$ cat src/design/rdq_pkg.sv
// ----------------------------------------------------------------------------
// rdq_pkg: shared types and constants of the reversible deque
// Ring store size, field widths, operation codes and slot arithmetic.
// ----------------------------------------------------------------------------
package rdq_pkg;

  // ring store geometry
  localparam int DEPTH  = 64;
  localparam int SLOT_W = (DEPTH > 1) ? $clog2(DEPTH) : 1;
  localparam int CNT_W  = $clog2(DEPTH + 1);

  // field widths
  localparam int DATA_W      = 32;
  localparam int MODE_W      = 3;
  localparam int COUNT_OUT_W = 7;

  // stream payload widths, padded to whole bytes
  localparam int IN_BITS     = MODE_W + DATA_W;
  localparam int IN_TDATA_W  = ((IN_BITS + 7) / 8) * 8;
  localparam int OUT_BITS    = 2 * DATA_W + 1 + COUNT_OUT_W + 1;
  localparam int OUT_TDATA_W = ((OUT_BITS + 7) / 8) * 8;

  // operation codes
  typedef enum logic [MODE_W-1:0] {
    MODE_PUSH_FRONT = 3'd0,
    MODE_PUSH_BACK  = 3'd1,
    MODE_POP_FRONT  = 3'd2,
    MODE_POP_BACK   = 3'd3,
    MODE_REVERSE    = 3'd4
  } mode_t;

  // control states
  typedef enum logic {
    ST_IDLE,
    ST_READ
  } state_t;

  // access request to the entry store
  typedef struct packed {
    logic              wr_en;
    logic [SLOT_W-1:0] wr_addr;
    logic [DATA_W-1:0] wr_data;
    logic              rd_en;
    logic [SLOT_W-1:0] rd_addr;
  } ram_req_t;

  // ring index step forward, wrapping at DEPTH
  function automatic logic [SLOT_W-1:0] slot_inc(input logic [SLOT_W-1:0] s);
    logic [SLOT_W-1:0] r;
    if (s == SLOT_W'(DEPTH - 1)) r = '0;
    else r = s + SLOT_W'(1);
    return r;
  endfunction

  // ring index step backward, wrapping at DEPTH
  function automatic logic [SLOT_W-1:0] slot_dec(input logic [SLOT_W-1:0] s);
    logic [SLOT_W-1:0] r;
    if (s == '0) r = SLOT_W'(DEPTH - 1);
    else r = s - SLOT_W'(1);
    return r;
  endfunction

endpackage

$ cat src/design/rdq_ram.sv
// ----------------------------------------------------------------------------
// rdq_ram: entry store of the reversible deque
// One write port and one read port, read data registered.
// ----------------------------------------------------------------------------
module rdq_ram (
  input  logic                      clk,
  input  rdq_pkg::ram_req_t         req,
  output logic [rdq_pkg::DATA_W-1:0] rd_data
);
  import rdq_pkg::*;

  logic [DATA_W-1:0] mem [DEPTH];

  // write port
  always_ff @(posedge clk) begin
    if (req.wr_en) begin
      mem[req.wr_addr] <= req.wr_data;
    end
  end

  // registered read port, holds its data until the next read
  always_ff @(posedge clk) begin
    if (req.rd_en) begin
      rd_data <= mem[req.rd_addr];
    end
  end

endmodule

$ cat src/design/reversible_deque_unit.sv
// ----------------------------------------------------------------------------
// reversible_deque_unit: bounded double-ended queue with a reverse flag
// Ring store in one synchronous RAM; end values cached in registers.
// ----------------------------------------------------------------------------
// Latency: result registered, valid in the cycle after accept; a pop that must
//   fetch the new end value from the RAM (more than two entries held) first
//   passes through ST_READ. Throughput: one transaction per cycle while the
//   result side takes results, but no new transaction is taken during ST_READ.
// Reset: rst (synchronous) empties the queue and clears orientation; the
//   entry store itself is not cleared.
module reversible_deque_unit (
  input  logic                            clk,
  input  logic                            rst,
  // s_tdata: [2:0] mode, [34:3] push_value, [39:35] zero
  input  logic                            s_tvalid,
  output logic                            s_tready,
  input  logic [rdq_pkg::IN_TDATA_W-1:0]  s_tdata,
  // m_tdata: [31:0] front_value, [63:32] back_value, [64] is_empty,
  //          [71:65] entry_count, [72] op_error, [79:73] zero
  output logic                            m_tvalid,
  input  logic                            m_tready,
  output logic [rdq_pkg::OUT_TDATA_W-1:0] m_tdata
);
  import rdq_pkg::*;

  localparam int PAD_W = OUT_TDATA_W - OUT_BITS;

  // control and end registers
  state_t            state, state_next;
  logic [SLOT_W-1:0] first_slot, first_slot_next;
  logic [SLOT_W-1:0] last_slot, last_slot_next;
  logic [CNT_W-1:0]  count, count_next;
  logic              rev, rev_next;
  logic              err_pend, err_pend_next;
  logic              read_first, read_first_next;
  logic [DATA_W-1:0] first_val, first_val_next;
  logic [DATA_W-1:0] last_val, last_val_next;

  ram_req_t          ram_req;
  logic [DATA_W-1:0] rd_data;

  mode_t             in_mode;
  logic [DATA_W-1:0] in_val;
  logic              out_free;
  logic              accept;
  logic              at_first;
  logic              err;
  logic              need_read;
  logic              load_out;
  logic [DATA_W-1:0] front_res, back_res;

  // input fields and handshake
  assign in_mode  = mode_t'(s_tdata[MODE_W-1:0]);
  assign in_val   = s_tdata[MODE_W +: DATA_W];
  assign out_free = !m_tvalid || m_tready;
  assign s_tready = (state == ST_IDLE) && out_free;
  assign accept   = s_tvalid && s_tready;

  // physical end that the operation works on
  assign at_first = (in_mode == MODE_PUSH_FRONT || in_mode == MODE_POP_FRONT) ? !rev : rev;

  rdq_ram u_ram (
    .clk     (clk),
    .req     (ram_req),
    .rd_data (rd_data)
  );

  // state register
  always_ff @(posedge clk) begin
    if (rst) begin
      state      <= ST_IDLE;
      first_slot <= '0;
      last_slot  <= '0;
      count      <= '0;
      rev        <= 1'b0;
      err_pend   <= 1'b0;
      read_first <= 1'b0;
    end else begin
      state      <= state_next;
      first_slot <= first_slot_next;
      last_slot  <= last_slot_next;
      count      <= count_next;
      rev        <= rev_next;
      err_pend   <= err_pend_next;
      read_first <= read_first_next;
    end
  end

  // cached end values
  always_ff @(posedge clk) begin
    first_val <= first_val_next;
    last_val  <= last_val_next;
  end

  // operation decode, ring update and sequencing
  always_comb begin
    state_next      = state;
    first_slot_next = first_slot;
    last_slot_next  = last_slot;
    count_next      = count;
    rev_next        = rev;
    err_pend_next   = err_pend;
    read_first_next = read_first;
    first_val_next  = first_val;
    last_val_next   = last_val;
    ram_req         = '0;
    err             = 1'b0;
    need_read       = 1'b0;
    load_out        = 1'b0;

    unique case (state)
      ST_IDLE: begin
        if (accept) begin
          unique case (in_mode)
            MODE_PUSH_FRONT, MODE_PUSH_BACK: begin
              if (count == CNT_W'(DEPTH)) begin
                err = 1'b1;
              end else begin
                ram_req.wr_en   = 1'b1;
                ram_req.wr_data = in_val;
                if (count == '0) begin
                  last_slot_next  = first_slot;
                  ram_req.wr_addr = first_slot;
                  first_val_next  = in_val;
                  last_val_next   = in_val;
                end else if (at_first) begin
                  first_slot_next = slot_dec(first_slot);
                  ram_req.wr_addr = slot_dec(first_slot);
                  first_val_next  = in_val;
                end else begin
                  last_slot_next  = slot_inc(last_slot);
                  ram_req.wr_addr = slot_inc(last_slot);
                  last_val_next   = in_val;
                end
                count_next = count + CNT_W'(1);
              end
            end
            MODE_POP_FRONT, MODE_POP_BACK: begin
              if (count == '0) begin
                err = 1'b1;
              end else begin
                if (count > CNT_W'(1)) begin
                  if (at_first) begin
                    first_slot_next = slot_inc(first_slot);
                    if (count == CNT_W'(2)) begin
                      first_val_next = last_val;
                    end else begin
                      need_read       = 1'b1;
                      ram_req.rd_en   = 1'b1;
                      ram_req.rd_addr = slot_inc(first_slot);
                    end
                  end else begin
                    last_slot_next = slot_dec(last_slot);
                    if (count == CNT_W'(2)) begin
                      last_val_next = first_val;
                    end else begin
                      need_read       = 1'b1;
                      ram_req.rd_en   = 1'b1;
                      ram_req.rd_addr = slot_dec(last_slot);
                    end
                  end
                end
                count_next = count - CNT_W'(1);
              end
            end
            MODE_REVERSE: begin
              rev_next = !rev;
            end
            default: begin
            end
          endcase
          err_pend_next = err;
          if (need_read) begin
            state_next      = ST_READ;
            read_first_next = at_first;
          end else begin
            load_out = 1'b1;
          end
        end
      end
      ST_READ: begin
        // fetched end value lands when the output register is free
        if (out_free) begin
          load_out   = 1'b1;
          state_next = ST_IDLE;
          if (read_first) first_val_next = rd_data;
          else last_val_next = rd_data;
        end
      end
      default: begin
        state_next = ST_IDLE;
      end
    endcase
  end

  // logical end values after the operation
  always_comb begin
    if (count_next == '0) begin
      front_res = '1;
      back_res  = '1;
    end else if (rev_next) begin
      front_res = last_val_next;
      back_res  = first_val_next;
    end else begin
      front_res = first_val_next;
      back_res  = last_val_next;
    end
  end

  // output valid
  always_ff @(posedge clk) begin
    if (rst) begin
      m_tvalid <= 1'b0;
    end else if (load_out) begin
      m_tvalid <= 1'b1;
    end else if (m_tready) begin
      m_tvalid <= 1'b0;
    end
  end

  // output payload
  always_ff @(posedge clk) begin
    if (load_out) begin
      m_tdata <= {{PAD_W{1'b0}},
                  (state == ST_READ) ? err_pend : err,
                  COUNT_OUT_W'(count_next),
                  count_next == '0,
                  back_res,
                  front_res};
    end
  end

endmodule

$ cat config.mk
export PLATFORM = sky130hd
export DESIGN_NAME = reversible_deque_unit
export DESIGN_NICKNAME = d
export VERILOG_FILES = /design/src/design/rdq_pkg.sv /design/src/design/rdq_ram.sv /design/src/design/reversible_deque_unit.sv
export SDC_FILE = /design/constraint.sdc
export NUM_CORES = 2
export LEC_CHECK = 0
export BUFFER_PORTS_ARGS = -buffer_cell sky130_fd_sc_hd__clkbuf_2
export CORE_ASPECT_RATIO = 1.2
export CORE_UTILIZATION = 45
export DETAILED_ROUTE_END_ITERATION = 8
export PLACE_DENSITY = 0.61
export SYNTH_ARGS = -nofsm -noshare
export SYNTH_HDL_FRONTEND = slang
export SYNTH_SLANG_ARGS = --single-unit
$ cat constraint.sdc
create_clock -name clk -period 6.1 [get_ports clk]
set_input_delay 1.22 -clock clk [delete_from_list [all_inputs] [get_ports clk]]
set_output_delay 1.22 -clock clk [all_outputs]
set_load 0.02 [all_outputs]
==> flow_metrics.env <==
export IMPL_status="completed"
export IMPL_cts_resized=0
export IMPL_hold_violations=0
export IMPL_timing_fmax_ghz=0.213
export IMPL_period_share=0.770
export IMPL_std_cell_rows=180
export IMPL_synth_top_area_cell="edfxtp_1"
export IMPL_htree_levels=4
export IMPL_synthArstFlopShare=0
export IMPL_die_h_um=495
export IMPL_hp_class="reg2reg"
export IMPL_coreArea_um2=201000
export IMPL_ys_flop_type="edfxtp_1"
export IMPL_path_max_fanout=51
export IMPL_drtIter0Drc=7799
export IMPL_nFillCells=16600
export IMPL_cts_setup_buffers=0
export IMPL_yosys_warnings=0
export IMPL_netlist_area_um2=91100
export IMPL_holdWs_ns=0.501
export IMPL_cap_violations=0
export IMPL_postPlaceCellArea_um2=96300
export IMPL_synth_edf_count=2153
export IMPL_final_max_slew_viol_count=0
export IMPL_path_clk_slew_ns=0.07
export IMPL_grt_first_pass_wirelength_mm=406
export IMPL_nNetsFinal=6931
export IMPL_final_setup_tns_ns=0
export IMPL_ant_nets=0
export IMPL_grt_use_total=0.277
export IMPL_grt_max_degree=119
export IMPL_p_leak_nw=35.4
export IMPL_worstPathRequired_ns=6.67
export IMPL_postLayoutCoreUtil=0.513
export IMPL_syn_avg_cell_area_um2=13.5
export IMPL_ir_worst_vdd_v=0.000317
export IMPL_antenna_found_initial=9
export IMPL_ioPinCount=126
export IMPL_clkLatencyLatePin_ns=0.87
export IMPL_endpoint_kind="flop"
export IMPL_area_growth_pct=13.0
export IMPL_viasPerCell=6.20
export IMPL_skew_ns=0.0402
export IMPL_root_buffer="clkbuf_16"
export IMPL_hpwl_mm=161
export IMPL_crit_arrival_ns=5.27
export IMPL_gp_congestion=0.904
export IMPL_drtPass1Iterations=6
export IMPL_synth_seq_cells=2241
export IMPL_overflow=0
export IMPL_drc=0
export IMPL_routed_wl_mm=287
export IMPL_fin_ws_ns=1.40
export IMPL_vias=60200
export IMPL_cts_tree="yes"
export IMPL_fin_crit_ns=4.70
export IMPL_drive_gt1_frac=0.121
export IMPL_tightest_slew_ns=1.37
export IMPL_stdcell_count=9704
export IMPL_clock_sinks=2241
export IMPL_rsz0062_at_grt="false"
export IMPL_power_density_nw_per_um2=314
export IMPL_wl_per_cell_um=29.6
export IMPL_synth_top_area_frac=0.710
export IMPL_placed_cells=9306
export IMPL_fin_area_um2=103000
export IMPL_port_buffers=113
export IMPL_start_util=0.454
export IMPL_synthTopCellsByArea="edfxtp_1, nand2_1, mux2i_1, nand3_1, a31oi_1"
export IMPL_grt_pass1_vias=56900
export IMPL_cts_hold_fix_buffers=0
export IMPL_pre_cts_slack_ns=0.647
export IMPL_path_class="reg2reg"
export IMPL_clock_path_buffers=3
export IMPL_yosysSeqAreaShare=0.729
export IMPL_setup_violations=0
export IMPL_relSlewSlack=0.0809
export IMPL_syn_inst=6753
export IMPL_die_w_um=413
export IMPL_synth_cell_types=84
export IMPL_tritoncts_num_buffers=207
export IMPL_startpoint_type="flop"
export IMPL_fin_total_pwr_mw=32.3
export IMPL_die_area_um2=204000
[final timing paths]
| check | start | slack (ns) | end | cells after the start |
|---|---|---|---|---|
| max | last_slot[0]$_SDFFE_PP0P_ | 1.40 | u_ram.rd_data[19]$_DFFE_PP_ | 11 |
| min | err_pend$_SDFFE_PP0P_ | 0.50 | err_pend$_SDFFE_PP0P_ | 2 |
| max reg2reg | last_slot[0]$_SDFFE_PP0P_ | 1.40 | u_ram.rd_data[19]$_DFFE_PP_ | 11 |
| min reg2reg | err_pend$_SDFFE_PP0P_ | 0.50 | err_pend$_SDFFE_PP0P_ | 2 |
[cells in the final DEF, fill, tap and decap left out, types with 52 or more instances in the layout]
cell and n:
nand4_1 52, dfxtp_1 87, nor2_4 78, o211ai_1 102, a21oi_1 153, o221ai_1 105, clkbuf_2 113, o21ai_0 78
edfxtp_1 2153, clkinv_1 56, mux2i_1 352, a31oi_1 291, nand2_1 1617, nand3_1 518, a32oi_1 59, clkbuf_16 211
buf_4 220, nor2_1 66
[synthesized netlist by cell type (all sizes together), types with 11 or more instances]
library cell,instances
nand2,1621
inv,49
clkbuf,260
o21ai,127
a21oi,158
a22oi,11
nor2b,44
o221ai,105
nand3,520
edfxtp,2153
mux2i,353
a2111oi,39
a32o,33
nand4,52
nor3,24
nor2,149
and3,18
a211oi,12
and2,41
dfxtp,88
mux2,20
a31oi,291
a221oi,47
o211ai,103
a32oi,59
a221o,41
ha,11
buf,211
[cells by family (layout without fill, tap and decap cells)]
family                   count (synthesis)  count (layout)  share of synthesized area
AO/OA/AOI/OAI                         1100            1100                     0.0856
XOR/XNOR                                12              12                    0.00115
adder cells (fa/ha/maj)                 11              11                    0.00151
buffers and inverters                  520             814                     0.0248
flip-flops                            2241            2241                      0.729
multiplexers                           375             375                     0.0418
other                                    1              19                  0.0000412
AND/OR/NAND/NOR                       2493            2493                      0.116
[state kept, by name, summed over array words and instances, names as in the netlist, 6 cells and up]
signal and cells:
last_val 32, m_tdata 73, u_ram.rd_data 32, first_val 32
count 7, last_slot 6, first_slot 6, u_ram.mem 2048
[per-layer routing]
| metal | GRT usage | share of wire |
|---|---|---|
| met1 | 0.363 | 0.38 |
| met2 | 0.447 | 0.47 |
| met3 | 0.0525 | 0.10 |
| met4 | 0.128 | 0.052 |
| met5 | 0 | 0.000045 |
[worst max-delay path, cell delays in order (launching register included)]
cell and delay, ns:
dfxtp_1 0.48, inv_1 0.16, ha_1 0.38, nor3_1 0.60, o211ai_2 0.67, nor2_4 0.34
buf_12 0.38, a32oi_1 0.16, a32oi_1 0.23, buf_4 0.20, a221o_1 0.59, o31ai_1 0.16
[power breakdown]
part / total (mW) / internal (mW) / switching, mW / leakage [nW]
logic: 2.29 / 0.689 / 1.60 / 10.3
registers: 17.3 / 17.1 / 0.224 / 21.9
clock network: 12.7 / 6.99 / 5.74 / 3.20
total: 32.3 / 24.8 / 7.56 / 35.4
[layout make-up]
class | count | area (µm²) | share of cell area
timing repair buffer | 379 | 3140 | 0.0305
sequential | 2241 | 66400 | 0.646
clock buffer | 252 | 5440 | 0.0529
clock inverter | 134 | 1140 | 0.0111
multi-input combinational | 3998 | 23200 | 0.226
antenna | 12 | 30.0 | 0.000292
inverter | 49 | 184 | 0.00179
tap | 2639 | 3300 | 0.0321
Note: power is estimated with default switching activity, not from simulation.
